<file path="config.mk">
export PLATFORM = sky130hd
export DESIGN_NAME = iou_best_match_search_flat
export DESIGN_NICKNAME = d
export VERILOG_FILES = /design/src/hdl/ibm_pkg.sv /design/src/hdl/ibm_if.sv /design/src/hdl/ibm_mul.sv /design/src/hdl/ibm_overlap.sv /design/src/hdl/iou_best_match_search.sv /design/src/flat_wrapper.sv
export SDC_FILE = /design/constraint.sdc
export NUM_CORES = 2
export LEC_CHECK = 0
export BUFFER_PORTS_ARGS = -buffer_cell sky130_fd_sc_hd__buf_4
export CAP_MARGIN = 5
export CORE_MARGIN = 2
export CORE_UTILIZATION = 37
export DETAILED_ROUTE_END_ITERATION = 16
export GPL_TIMING_DRIVEN = 1
export PLACE_DENSITY = 0.54
export REMOVE_ABC_BUFFERS = 1
export SYNTH_ARGS = -nofsm -noshare
export SYNTH_HDL_FRONTEND = slang
export SYNTH_SLANG_ARGS = --single-unit
</file>
<file path="constraint.sdc">
create_clock -name clk -period 15.82 [get_ports clk]
set_input_delay 3.164 -clock clk [delete_from_list [all_inputs] [get_ports clk]]
set_output_delay 3.164 -clock clk [all_outputs]
set_load 0.03 [all_outputs]
</file>
<file path="src/hdl/ibm_pkg.sv">
// Shared constants, types and widths for the IoU best-match search block.
package ibm_pkg;

	// Candidate list limit and coordinate width.
	localparam int MAX_CANDIDATES = 64;
	localparam int COORD_BITS     = 16;

	// Threshold register: width and value after reset (0.6 in units of 1/256).
	localparam int THR_W     = 9;
	localparam int THR_RESET = 154;

	// Result index width.
	localparam int IDX_W = 6;

	// Derived widths.
	localparam int CNT_W   = $clog2(MAX_CANDIDATES + 1);
	localparam int DIFF_W  = COORD_BITS + 1;
	localparam int AREA_W  = 2 * DIFF_W;
	localparam int INTER_W = 2 * COORD_BITS;
	localparam int HALF_W  = COORD_BITS + 1;
	localparam int BU_W    = 2 * HALF_W;
	localparam int UNI_W   = BU_W + 1;
	localparam int A_W     = UNI_W;
	localparam int B_W     = COORD_BITS + 2;
	localparam int P_W     = A_W + B_W;
	localparam int ACC_W   = 4 * COORD_BITS + 4;

	// Op codes on the box channel.
	localparam logic OP_QUERY = 1'b0;
	localparam logic OP_CAND  = 1'b1;

	typedef logic signed [COORD_BITS-1:0] coord_t;

	typedef struct packed {
		coord_t left;
		coord_t top;
		coord_t right;
		coord_t bottom;
	} box_t;

	// Clamped overlap extents of two boxes.
	typedef struct packed {
		logic [COORD_BITS-1:0] w;
		logic [COORD_BITS-1:0] h;
	} ovl_t;

	// Operand pair for the shared multiplier.
	typedef struct packed {
		logic signed [A_W-1:0] a;
		logic signed [B_W-1:0] b;
	} mul_req_t;

endpackage

</file>
<file path="src/hdl/ibm_if.sv">
// Handshake interfaces for box input, result output and threshold write.
interface ibm_box_if;
	import ibm_pkg::*;
	logic   valid;
	logic   ready;
	logic   op;
	coord_t left;
	coord_t top;
	coord_t right;
	coord_t bottom;
	logic   last;
	modport source(output valid, op, left, top, right, bottom, last, input ready);
	modport sink(input valid, op, left, top, right, bottom, last, output ready);
endinterface

interface ibm_res_if;
	import ibm_pkg::*;
	logic             valid;
	logic             ready;
	logic             found;
	logic [IDX_W-1:0] match_index;
	logic             overflowed;
	modport source(output valid, found, match_index, overflowed, input ready);
	modport sink(input valid, found, match_index, overflowed, output ready);
endinterface

interface ibm_cfg_if;
	import ibm_pkg::*;
	logic             valid;
	logic             ready;
	logic [THR_W-1:0] data;
	modport source(output valid, data, input ready);
	modport sink(input valid, data, output ready);
endinterface

</file>
<file path="src/hdl/ibm_mul.sv">
// Shared signed multiplier with a registered product.
module ibm_mul (
	input  logic                              clk,
	input  ibm_pkg::mul_req_t                 req,
	output logic signed [ibm_pkg::P_W-1:0]    prod
);
	import ibm_pkg::*;

	// One product per cycle, available the cycle after the operands.
	always_ff @(posedge clk) begin
		prod <= P_W'(req.a) * P_W'(req.b);
	end

endmodule

</file>
<file path="src/hdl/ibm_overlap.sv">
// Registered intersection extents of the candidate and query boxes.
module ibm_overlap (
	input  logic          clk,
	input  ibm_pkg::box_t cand,
	input  ibm_pkg::box_t query,
	output ibm_pkg::ovl_t ovl
);
	import ibm_pkg::*;

	coord_t                   x1, y1, x2, y2;
	logic signed [DIFF_W-1:0] dw, dh;

	// Inner edges of the two boxes and their distances.
	always_comb begin
		x1 = (cand.left > query.left) ? cand.left : query.left;
		y1 = (cand.top > query.top) ? cand.top : query.top;
		x2 = (cand.right < query.right) ? cand.right : query.right;
		y2 = (cand.bottom < query.bottom) ? cand.bottom : query.bottom;
		dw = DIFF_W'(x2) - DIFF_W'(x1);
		dh = DIFF_W'(y2) - DIFF_W'(y1);
	end

	// A negative or zero extent means no overlap on that axis.
	always_ff @(posedge clk) begin
		ovl.w <= (dw > 0) ? dw[COORD_BITS-1:0] : '0;
		ovl.h <= (dh > 0) ? dh[COORD_BITS-1:0] : '0;
	end

endmodule

</file>
<file path="src/hdl/iou_best_match_search.sv">
// IoU best-match search: sequencer and datapath around one shared multiplier.
// A query item is taken in the idle state; a candidate runs the overlap, product,
// union and check steps, and four cross-product steps on the multiplier when its IoU
// must be compared with the best so far. An item with last set adds the threshold
// product and a compare step before the result beat. One item is in work at a time.
// Reset (arst_n low) clears the query box, the search state and loads threshold 154.
module iou_best_match_search (
	input  logic      clk,
	input  logic      arst_n,
	ibm_box_if.sink   box,
	ibm_cfg_if.sink   cfg,
	ibm_res_if.source result
);
	import ibm_pkg::*;

	localparam logic [3:0] ST_IDLE = 4'd0;
	localparam logic [3:0] ST_OVL  = 4'd1;
	localparam logic [3:0] ST_MI   = 4'd2;
	localparam logic [3:0] ST_AC   = 4'd3;
	localparam logic [3:0] ST_AQ   = 4'd4;
	localparam logic [3:0] ST_UNI  = 4'd5;
	localparam logic [3:0] ST_CHK  = 4'd6;
	localparam logic [3:0] ST_X0   = 4'd7;
	localparam logic [3:0] ST_X1   = 4'd8;
	localparam logic [3:0] ST_X2   = 4'd9;
	localparam logic [3:0] ST_X3   = 4'd10;
	localparam logic [3:0] ST_X4   = 4'd11;
	localparam logic [3:0] ST_THR  = 4'd12;
	localparam logic [3:0] ST_CMP  = 4'd13;

	logic [3:0]                state_q;
	box_t                      query_q;
	box_t                      cand_q;
	logic                      last_q;
	logic [THR_W-1:0]          thr_q;
	logic [INTER_W-1:0]        bi_q;
	logic [BU_W-1:0]           bu_q;
	logic [CNT_W-1:0]          best_pos_q;
	logic                      have_best_q;
	logic [CNT_W-1:0]          cand_count_q;
	logic                      ovf_q;
	logic [INTER_W-1:0]        inter_q;
	logic signed [AREA_W-1:0]  areac_q;
	logic signed [UNI_W-1:0]   uni_q;
	logic signed [ACC_W-1:0]   acc_q;
	logic                      res_valid_q;
	logic                      res_found_q;
	logic [IDX_W-1:0]          res_idx_q;
	logic                      res_ovf_q;

	ovl_t                      ovl;
	mul_req_t                  mreq;
	logic signed [P_W-1:0]     prod;
	logic signed [ACC_W-1:0]   prod_ext;
	logic signed [ACC_W-1:0]   prod_sh;
	logic signed [ACC_W-1:0]   cross_diff;
	logic signed [DIFF_W-1:0]  cand_dx, cand_dy, qry_dx, qry_dy;
	logic signed [UNI_W-1:0]   uni_next;
	logic                      box_beat;
	logic                      res_free;
	logic                      found_next;

	ibm_overlap u_overlap (
		.clk   (clk),
		.cand  (cand_q),
		.query (query_q),
		.ovl   (ovl)
	);

	ibm_mul u_mul (
		.clk  (clk),
		.req  (mreq),
		.prod (prod)
	);

	assign box.ready = (state_q == ST_IDLE);
	assign box_beat  = box.valid && box.ready;
	assign cfg.ready = 1'b1;
	assign res_free  = !res_valid_q || result.ready;

	assign result.valid       = res_valid_q;
	assign result.found       = res_found_q;
	assign result.match_index = res_idx_q;
	assign result.overflowed  = res_ovf_q;

	// Box widths and heights, and the running sums of the datapath.
	always_comb begin
		cand_dx    = DIFF_W'(cand_q.right) - DIFF_W'(cand_q.left);
		cand_dy    = DIFF_W'(cand_q.bottom) - DIFF_W'(cand_q.top);
		qry_dx     = DIFF_W'(query_q.right) - DIFF_W'(query_q.left);
		qry_dy     = DIFF_W'(query_q.bottom) - DIFF_W'(query_q.top);
		prod_ext   = ACC_W'(prod);
		prod_sh    = prod_ext <<< HALF_W;
		cross_diff = acc_q - prod_sh;
		uni_next   = UNI_W'(areac_q) + UNI_W'($signed(prod[AREA_W-1:0])) - UNI_W'(inter_q);
		found_next = have_best_q &&
			({{(P_W - INTER_W - 8){1'b0}}, bi_q, 8'd0} >= prod);
	end

	// Operand selection for the shared multiplier.
	always_comb begin
		mreq.a = '0;
		mreq.b = '0;
		case (state_q)
			ST_MI: begin
				mreq.a = A_W'(ovl.w);
				mreq.b = B_W'(ovl.h);
			end
			ST_AC: begin
				mreq.a = A_W'(cand_dx);
				mreq.b = B_W'(cand_dy);
			end
			ST_AQ: begin
				mreq.a = A_W'(qry_dx);
				mreq.b = B_W'(qry_dy);
			end
			ST_X0: begin
				mreq.a = A_W'(inter_q);
				mreq.b = B_W'(bu_q[HALF_W-1:0]);
			end
			ST_X1: begin
				mreq.a = A_W'(inter_q);
				mreq.b = B_W'(bu_q[BU_W-1:HALF_W]);
			end
			ST_X2: begin
				mreq.a = A_W'(bi_q);
				mreq.b = B_W'(uni_q[HALF_W-1:0]);
			end
			ST_X3: begin
				mreq.a = A_W'(bi_q);
				mreq.b = B_W'(uni_q[BU_W-1:HALF_W]);
			end
			// The threshold product is held while the compare step waits for the output.
			ST_THR, ST_CMP: begin
				mreq.a = A_W'(bu_q);
				mreq.b = B_W'(thr_q);
			end
			default: begin
				mreq.a = '0;
				mreq.b = '0;
			end
		endcase
	end

	// Threshold register.
	always_ff @(posedge clk or negedge arst_n) begin
		if (!arst_n) begin
			thr_q <= THR_W'(THR_RESET);
		end else if (cfg.valid && cfg.ready) begin
			thr_q <= cfg.data;
		end
	end

	// Datapath registers that need no reset.
	always_ff @(posedge clk) begin
		if (box_beat) begin
			cand_q.left   <= box.left;
			cand_q.top    <= box.top;
			cand_q.right  <= box.right;
			cand_q.bottom <= box.bottom;
			last_q        <= box.last;
		end
		case (state_q)
			ST_AC:  inter_q <= prod[INTER_W-1:0];
			ST_AQ:  areac_q <= $signed(prod[AREA_W-1:0]);
			ST_UNI: uni_q   <= uni_next;
			ST_X1:  acc_q   <= prod_ext;
			ST_X2:  acc_q   <= acc_q + prod_sh;
			ST_X3:  acc_q   <= acc_q - prod_ext;
			default: begin
			end
		endcase
	end

	// Sequencer, search state and result register.
	always_ff @(posedge clk or negedge arst_n) begin
		if (!arst_n) begin
			state_q      <= ST_IDLE;
			query_q      <= '0;
			bi_q         <= '0;
			bu_q         <= BU_W'(1);
			best_pos_q   <= '0;
			have_best_q  <= 1'b0;
			cand_count_q <= '0;
			ovf_q        <= 1'b0;
			res_valid_q  <= 1'b0;
			res_found_q  <= 1'b0;
			res_idx_q    <= '0;
			res_ovf_q    <= 1'b0;
		end else begin
			// The result register is reloaded by the compare step or emptied by a beat.
			if (state_q == ST_CMP && res_free) begin
				res_valid_q <= 1'b1;
			end else if (res_valid_q && result.ready) begin
				res_valid_q <= 1'b0;
			end
			case (state_q)
				ST_IDLE: begin
					if (box_beat) begin
						if (box.op == OP_QUERY) begin
							query_q.left   <= box.left;
							query_q.top    <= box.top;
							query_q.right  <= box.right;
							query_q.bottom <= box.bottom;
							bi_q           <= '0;
							bu_q           <= BU_W'(1);
							best_pos_q     <= '0;
							have_best_q    <= 1'b0;
							cand_count_q   <= '0;
							ovf_q          <= 1'b0;
							state_q        <= box.last ? ST_THR : ST_IDLE;
						end else if (cand_count_q >= CNT_W'(MAX_CANDIDATES)) begin
							ovf_q   <= 1'b1;
							state_q <= box.last ? ST_THR : ST_IDLE;
						end else begin
							state_q <= ST_OVL;
						end
					end
				end
				ST_OVL: state_q <= ST_MI;
				ST_MI:  state_q <= ST_AC;
				ST_AC:  state_q <= ST_AQ;
				ST_AQ:  state_q <= ST_UNI;
				ST_UNI: state_q <= ST_CHK;
				// Only a positive union and a nonzero intersection can win.
				ST_CHK: begin
					if (!uni_q[UNI_W-1] && uni_q != '0 && inter_q != '0) begin
						state_q <= ST_X0;
					end else begin
						cand_count_q <= cand_count_q + 1'b1;
						state_q      <= last_q ? ST_THR : ST_IDLE;
					end
				end
				ST_X0: state_q <= ST_X1;
				ST_X1: state_q <= ST_X2;
				ST_X2: state_q <= ST_X3;
				ST_X3: state_q <= ST_X4;
				// The candidate wins only on a strictly greater cross product.
				ST_X4: begin
					if (cross_diff > 0) begin
						bi_q        <= inter_q;
						bu_q        <= uni_q[BU_W-1:0];
						best_pos_q  <= cand_count_q;
						have_best_q <= 1'b1;
					end
					cand_count_q <= cand_count_q + 1'b1;
					state_q      <= last_q ? ST_THR : ST_IDLE;
				end
				ST_THR: state_q <= ST_CMP;
				// Load the result once the output register is free, then start over.
				ST_CMP: begin
					if (res_free) begin
						res_found_q  <= found_next;
						res_idx_q    <= found_next ? IDX_W'(best_pos_q) : '0;
						res_ovf_q    <= ovf_q;
						bi_q         <= '0;
						bu_q         <= BU_W'(1);
						best_pos_q   <= '0;
						have_best_q  <= 1'b0;
						cand_count_q <= '0;
						ovf_q        <= 1'b0;
						state_q      <= ST_IDLE;
					end
				end
				default: state_q <= ST_IDLE;
			endcase
		end
	end

	// A new result beat appears only out of the final compare step.
	a_res_from_cmp: assert property (@(posedge clk) disable iff (!arst_n)
		$rose(res_valid_q) |-> $past(state_q == ST_CMP))
		else $error("result raised outside the compare step");

	// The candidate count never passes the list limit.
	a_count_limit: assert property (@(posedge clk) disable iff (!arst_n)
		cand_count_q <= CNT_W'(MAX_CANDIDATES))
		else $error("candidate count beyond limit");

	// A held best always has a nonzero intersection and union.
	a_best_nonzero: assert property (@(posedge clk) disable iff (!arst_n)
		have_best_q |-> (bi_q != '0 && bu_q != '0))
		else $error("best candidate with empty area");

	// A query beat restarts the search.
	a_query_clears: assert property (@(posedge clk) disable iff (!arst_n)
		(box_beat && box.op == OP_QUERY) |=> (cand_count_q == '0 && !have_best_q && !ovf_q))
		else $error("query did not clear the search");

endmodule

</file>
<file path="src/flat_wrapper.sv">
// flat-port wrapper written by rule: the top's interface ports become plain ports
module iou_best_match_search_flat import ibm_pkg::*;
  (clk, arst_n, box_valid, box_op, box_left, box_top, box_right, box_bottom, box_last, box_ready, cfg_valid, cfg_data, cfg_ready, result_valid, result_found, result_match_index, result_overflowed, result_ready);
  ibm_box_if box_i ();
  ibm_cfg_if cfg_i ();
  ibm_res_if result_i ();
  input  logic clk;
  input  logic arst_n;
  input wire logic [$bits(box_i.valid)-1:0] box_valid;
  input wire logic [$bits(box_i.op)-1:0] box_op;
  input wire logic [$bits(box_i.left)-1:0] box_left;
  input wire logic [$bits(box_i.top)-1:0] box_top;
  input wire logic [$bits(box_i.right)-1:0] box_right;
  input wire logic [$bits(box_i.bottom)-1:0] box_bottom;
  input wire logic [$bits(box_i.last)-1:0] box_last;
  output wire logic [$bits(box_i.ready)-1:0] box_ready;
  input wire logic [$bits(cfg_i.valid)-1:0] cfg_valid;
  input wire logic [$bits(cfg_i.data)-1:0] cfg_data;
  output wire logic [$bits(cfg_i.ready)-1:0] cfg_ready;
  output wire logic [$bits(result_i.valid)-1:0] result_valid;
  output wire logic [$bits(result_i.found)-1:0] result_found;
  output wire logic [$bits(result_i.match_index)-1:0] result_match_index;
  output wire logic [$bits(result_i.overflowed)-1:0] result_overflowed;
  input wire logic [$bits(result_i.ready)-1:0] result_ready;
  assign box_i.valid = box_valid;
  assign box_i.op = box_op;
  assign box_i.left = box_left;
  assign box_i.top = box_top;
  assign box_i.right = box_right;
  assign box_i.bottom = box_bottom;
  assign box_i.last = box_last;
  assign box_ready = box_i.ready;
  assign cfg_i.valid = cfg_valid;
  assign cfg_i.data = cfg_data;
  assign cfg_ready = cfg_i.ready;
  assign result_valid = result_i.valid;
  assign result_found = result_i.found;
  assign result_match_index = result_i.match_index;
  assign result_overflowed = result_i.overflowed;
  assign result_i.ready = result_ready;
  iou_best_match_search u_core (.clk(clk), .arst_n(arst_n), .box(box_i), .cfg(cfg_i), .result(result_i));
endmodule
</file>
# Word-level counts from Yosys, hierarchy flattened

Cells that the tools add are included.

Flip-flop bits (word level): 486
Latch bits: 0
RAM bits: 0
Memory bits (read-only): 0
Input port bits: 80
Output and inout port bits: 11
Memories: 0

$add $sub $neg: 12
Multipliers: 1
Div/mod/pow operators: 0
$lt $le $gt $ge: 9
Eq/ne operators: 19
Shift operators: 0
Mux-type cells: 43
Bitwise operators: 1
Reductions and logical operators: 24

Operator list:

| kind                                                                             | count |
|---|---|
| 53-bit one-hot mux with 8 select lines                                           | 1 |
| 68-bit one-hot mux with 3 select lines                                           | 1 |
| 34-bit two-way mux                                                               | 4 |
| 32-bit two-way mux                                                               | 4 |
| 34-bit one-hot mux with 3 select lines                                           | 1 |
| 16-bit by 16-bit subtractor with 17-bit output                                   | 6 |
| 32-bit one-hot mux with 3 select lines                                           | 1 |
| 68-bit adder                                                                     | 1 |
| 68-bit by 1-bit greater-than comparator with 1-bit output, second input constant | 1 |
| 68-bit by 53-bit subtractor with 68-bit output                                   | 1 |
| 68-bit subtractor                                                                | 1 |
| 16-bit two-way mux                                                               | 4 |
| 4-bit one-hot mux with 14 select lines                                           | 1 |
| 40-bit by 53-bit greater-or-equal comparator with 1-bit output                   | 1 |
| 35-bit by 18-bit multiplier with 53-bit output                                   | 1 |
| 34-bit by 34-bit adder with 35-bit output                                        | 1 |
| 35-bit nonzero test                                                              | 1 |
| 35-bit by 32-bit subtractor with 35-bit output                                   | 1 |
| 17-bit by 1-bit greater-than comparator with 1-bit output, second input constant | 2 |
| 16-bit greater-than comparator                                                   | 2 |
| 16-bit < comparator                                                              | 2 |
| 32-bit nonzero test                                                              | 1 |
| 4-bit two-way mux                                                                | 7 |
| 7-bit two-way mux                                                                | 4 |
| 28 further kinds                                                                 | 59 |

# Logic depth before layout (Yosys ltp)

Word-level depth: 5
Depth in mapped cells: 44
Mapped depth without buffers: 42

# By module

A second synthesis with hierarchy kept.

Cells, all modules: 6,390
Area total of the unflattened synthesis: 58,793.9 um^2

Modules (own cells, without submodules):

| module                | times used | cells an instance | area an instance (um^2) |
|---|---|---|---|
| iou_best_match_search | 1          | 3,352             | 31,607.8 |
| ibm_mul               | 1          | 2,482             | 22,492.8 |
| ibm_overlap           | 1          | 556               | 4,693.3 |

# Worst setup path after synthesis

Ideal clock, no wire load.

Path kind: reg-to-reg
From: reg u_core.state_q[3]
To: reg u_core.u_mul.prod[47] (netlist bit)
Data arrival time: 11.087 ns
Path slack: 4.606 ns
Cell stages (with the launch flop): 38
Clock period less this slack: 11.214 ns
Cell sequence: dfrtp_1 -> clkbuf_1 -> nand2b_1 -> a21oi_1 -> nor2b_1 -> clkbuf_1 -> clkbuf_1 -> a222oi_1 -> nand2_1 -> a21oi_1 -> o21ai_1 -> clkbuf_1 -> nand2_1 -> fa_1 -> inv_1 -> fa_1 -> inv_1 -> fa_1 -> (+2 left out) -> fa_1 -> inv_1 -> fa_1 -> inv_1 -> ha_1 -> o21a_1 -> o21a_1 -> nor2_1 -> nor2_1 -> o21ai_0 -> a31oi_1 -> o41ai_1 -> o21ai_0 -> a21oi_1 -> o21ai_0 -> a221oi_1 -> o21ai_0 -> xor2_1

Cells in the longest elaborated chain, start to end: 4

RTL lines:

| element                                          | RTL line                     | text |
|---|---|---|
| start: declaration                               | iou_best_match_search.sv:31  | `logic [3:0] state_q;` |
| start signal: assignment                         | iou_best_match_search.sv:211 | `state_q <= box.last ? ST_THR : ST_IDLE;` |
| start signal: assignment                         | iou_best_match_search.sv:214 | `state_q <= box.last ? ST_THR : ST_IDLE;` |
| start signal: assignment                         | iou_best_match_search.sv:231 | `state_q <= last_q ? ST_THR : ST_IDLE;` |
| 4-bit == test                                    | iou_best_match_search.sv:104 | `case (state_q)` |
| 2-bit OR reduction                               | iou_best_match_search.sv:104 |  |
| 53-bit one-hot mux with 8 select lines *         | iou_best_match_search.sv:104 |  |
| 35-bit by 18-bit multiplier with 53-bit output * | ibm_mul.sv:11                | `prod <= P_W'(req.a) * P_W'(req.b);` |
| end signal: assignment                           | ibm_mul.sv:11                |  |
| end: declaration                                 | ibm_mul.sv:5                 | `output logic signed [ibm_pkg::P_W-1:0] prod` |

Every way passes the cells marked *; elsewhere a longest branch is shown, timed or not.
A chain may end at the register's enable or synchronous reset.

# Worst setup path after layout

From: reg u_core.query_q[0] (netlist bit)
To: reg u_core.u_mul.prod[51] (netlist bit)

Cells in the longest elaborated chain, start to end: 3

RTL lines:

| element                                        | RTL line                     | text |
|---|---|---|
| start: declaration                             | iou_best_match_search.sv:32  | `box_t query_q;` |
| 16-bit by 16-bit subtractor with 17-bit output | iou_best_match_search.sv:91  | `qry_dy = DIFF_W'(query_q.bottom) - DIFF_W'(query_q.top);` |
| 53-bit one-hot mux with 8 select lines         | iou_best_match_search.sv:104 |  |
| 35-bit by 18-bit multiplier with 53-bit output | ibm_mul.sv:11                |  |

No other way between the ends.

==> out/metrics.csv <==
stage,metric,value,unit
routing,drc,0,
critical_path,end_kind,register,
critical_path,max_stage_delay,0.93,ns
synthesis,seq_area_frac_synth,0.222,
floorplanning,die_area,161000,um2
routing,vias,47100,
grt,grt_pass1_wl,309000,um
floorplanning,num_io_pins,91,
clock_tree,cts_setup_buffers,0,
grt,grtUsageTotal,0.255,
floorplanning,die_w,401,um
clock_tree,clk_pin_slew,0.06,ns
routing,wl_met3,16400,um
timing,slew_violations,0,
cells_and_area,fin_area,63300,um2
timing,period_minus_slack,11.51,ns
synthesis,syn_avg_cell_area,9.12,um2
critical_path,slowest_stage,o41ai_1,
placement,dp_cells,8364,
critical_path,worstPathArrival,12.06,ns
routing,drt_wl_total,207000,um
routing,dr.max_layer_used,met5,
clock_tree,htreeDepth,2,
synthesis,synthFlopType,edfxtp_1,
routing,drtIter0Drc,4330,
cells_and_area,fin_cells,8478,
timing,worst_pin_slew,1.32,ns
placement,placed_cell_area,61300,um2
clock_tree,hold_buffers,0,
run,drv_cap,0,
placement,io_buffers,89,
hold_path,hold_class,reg -> reg,
synthesis,ys_types,102,
critical_path,crit_type,reg -> reg,
timing,fin_tns_setup,0,ns
critical_path,worst-r2r-cell-count,40,
clock_tree,cts.repair.resized,0,
clock_tree,clk_latency,0.70,ns
floorplanning,initial_utilization,0.373,
routing,vias_per_cell,5.56,
clock_tree,clockBufferDepth,3,
timing,fin_skew,0.0496,ns
cells_and_area,nFillCells,15700,
floorplanning,core,156000,um2
routing,drt-met1-wl,88800,um
routing,wl_per_cell,24.4,um
grt,antenna_found_initial,5,
grt,grt_max_degree,75,
routing,antenna_left,0,
critical_path,cp.required,16.37,ns
clock_tree,cts_tree,built,
clock_tree,cts_buffers,59,
timing,max_slew_margin,0.121,
routing,met2WireLength,94100,um
grt,grt_pass1_vias,47800,
synthesis,synthCells,6380,
timing,rsz0062_at_grt,no,
cells_and_area,drive_gt1_frac,0.0754,
synthesis,ys_ff_latch,486,
cells_and_area,area_delta_synth_final,8.80,%
cells_and_area,final_nets,7611,
routing,firstDrtPassIters,8,
clock_tree,cts-root-buf,clkbuf_16,
synthesis,synth_edf_count,234,
synthesis,synthArstFlopShare,0.344,
timing,fmax,86.9,MHz
cells_and_area,seq_area,12900,um2
grt,grt_overflow,0,
floorplanning,die_h,401,um
synthesis,syn-cell-area,58200,um2
timing,fin_crit_sh,0.728,
status,status,"complete, no violations",
synthesis,yosysWarnings,0,
floorplanning,row_count,145,
hold_path,min_delay_path_depth,2,
clock_tree,cts_num_sinks,486,
timing,setup_violations,0,
placement,place.gp.congestion,0.961,
timing,fin_hold_ws,0.484,ns
placement,dp_hpwl,163000,um
critical_path,path_max_fanout,35,
critical_path,critPathLaunchType,register,
timing,hold_viol,0,
cells_and_area,multi_input_area,40500,um2
[cells in the final DEF (no fill, tap or decap), types with 108 or more instances in the layout]
| master | count |
|---|---|
| inv_1 | 1052 |
| fa_1 | 642 |
| nand2_1 | 603 |
| ha_1 | 522 |
| nor2_1 | 466 |
| a21oi_1 | 296 |
| edfxtp_1 | 234 |
| o21ai_0 | 200 |
| xnor2_1 | 196 |
| a21o_1 | 167 |
| buf_4 | 167 |
| dfrtp_1 | 162 |
| mux2_2 | 108 |
[synth_stat cells, types with 84 or more instances]
master | n | area share
dfrtp_1 | 162 | 0.070
ha_1 | 522 | 0.11
dfxtp_1 | 85 | 0.029
xor2_1 | 84 | 0.013
nor2_1 | 471 | 0.030
edfxtp_1 | 234 | 0.12
fa_1 | 642 | 0.22
inv_1 | 1053 | 0.068
o21ai_0 | 200 | 0.017
mux2_2 | 108 | 0.021
xnor2_1 | 196 | 0.029
a21o_1 | 167 | 0.022
nor2b_1 | 106 | 0.011
clkbuf_1 | 176 | 0.011
a21oi_1 | 297 | 0.026
nand2_1 | 604 | 0.039
[state kept, by name (all words and copies together), names as in the netlist, 9 cells and up]
signal,count
u_core.cand_q,64
u_core.u_overlap.ovl,32
u_core.query_q,64
u_core.acc_q,68
u_core.u_mul.prod,53
u_core.uni_q,35
u_core.inter_q,32
u_core.thr_q,9
u_core.bu_q,34
u_core.bi_q,32
u_core.areac_q,34
[layer usage]
| metal | vias up | track usage |
|---|---|---|
| met3 | 270 | 0.0464 |
| li1 | 21300 | - |
| met5 | - | 0 |
| met4 | 4 | 0.0784 |
| met1 | 23800 | 0.345 |
| met2 | 1749 | 0.412 |
[final cells by class]
cell class / count / share of cell area
Antenna cell: 3 / 0.000119
Clock buffer: 86 / 0.0284
Clock inverter: 25 / 0.00431
Inverter: 1056 / 0.0626
Multi-Input combinational cell: 4596 / 0.640
Sequential cell: 486 / 0.204
Tap cell: 2058 / 0.0407
Timing Repair Buffer: 168 / 0.0200
[per-stage QoR]
step / util / setup slack (ns)
5_1_grt: 0.405 / 3.32
6_report: 0.405 / 4.31
3_5_place_dp: 0.392 / 4.34
4_1_cts: 0.405 / 4.30
3_3_place_gp: 0.392 / 4.44
2_1_floorplan: - / 3.27
[critical path: cells and delay by family (launching register included)]
kind | cells | cell delay (ns)
buf+inv | 5 | 1.02
flops | 1 | 0.38
xor+xnor | 1 | 0.17
simple gates | 6 | 0.85
compound gates | 19 | 4.77
fa+ha+maj | 9 | 4.13
[final timing paths]
path	start	to	slack (ns)
min reg2reg	u_core.bu_q[0]	u_core.bu_q[0]	0.48
min in group asynchronous	arst_n	u_core.query_q[16]	2.44
max reg2reg	u_core.query_q[0]	u_core.u_mul.prod[51]	4.31
max	u_core.query_q[0]	u_core.u_mul.prod[51]	4.31
min	u_core.bu_q[0]	u_core.bu_q[0]	0.48
max in group asynchronous	arst_n	u_core.bi_q[12]	11.24
[cell families (layout without fill, tap and decap cells)]
family,count (synthesis),after routing,synth area share
AOI/OAI and AO/OA,1323,1323,0.156
xor gates and xnor gates,280,280,0.0421
adders and majority gates,1164,1164,0.333
buffers and inverters,1298,1335,0.0859
DFF,486,486,0.222
muxes,159,159,0.0297
other,1,4,0.0000644
and+or+nand+nor,1669,1669,0.131
Power is left out: the tool's default activity adds up to more than one toggle a clock period on the data nets, which glitch-free logic cannot reach.
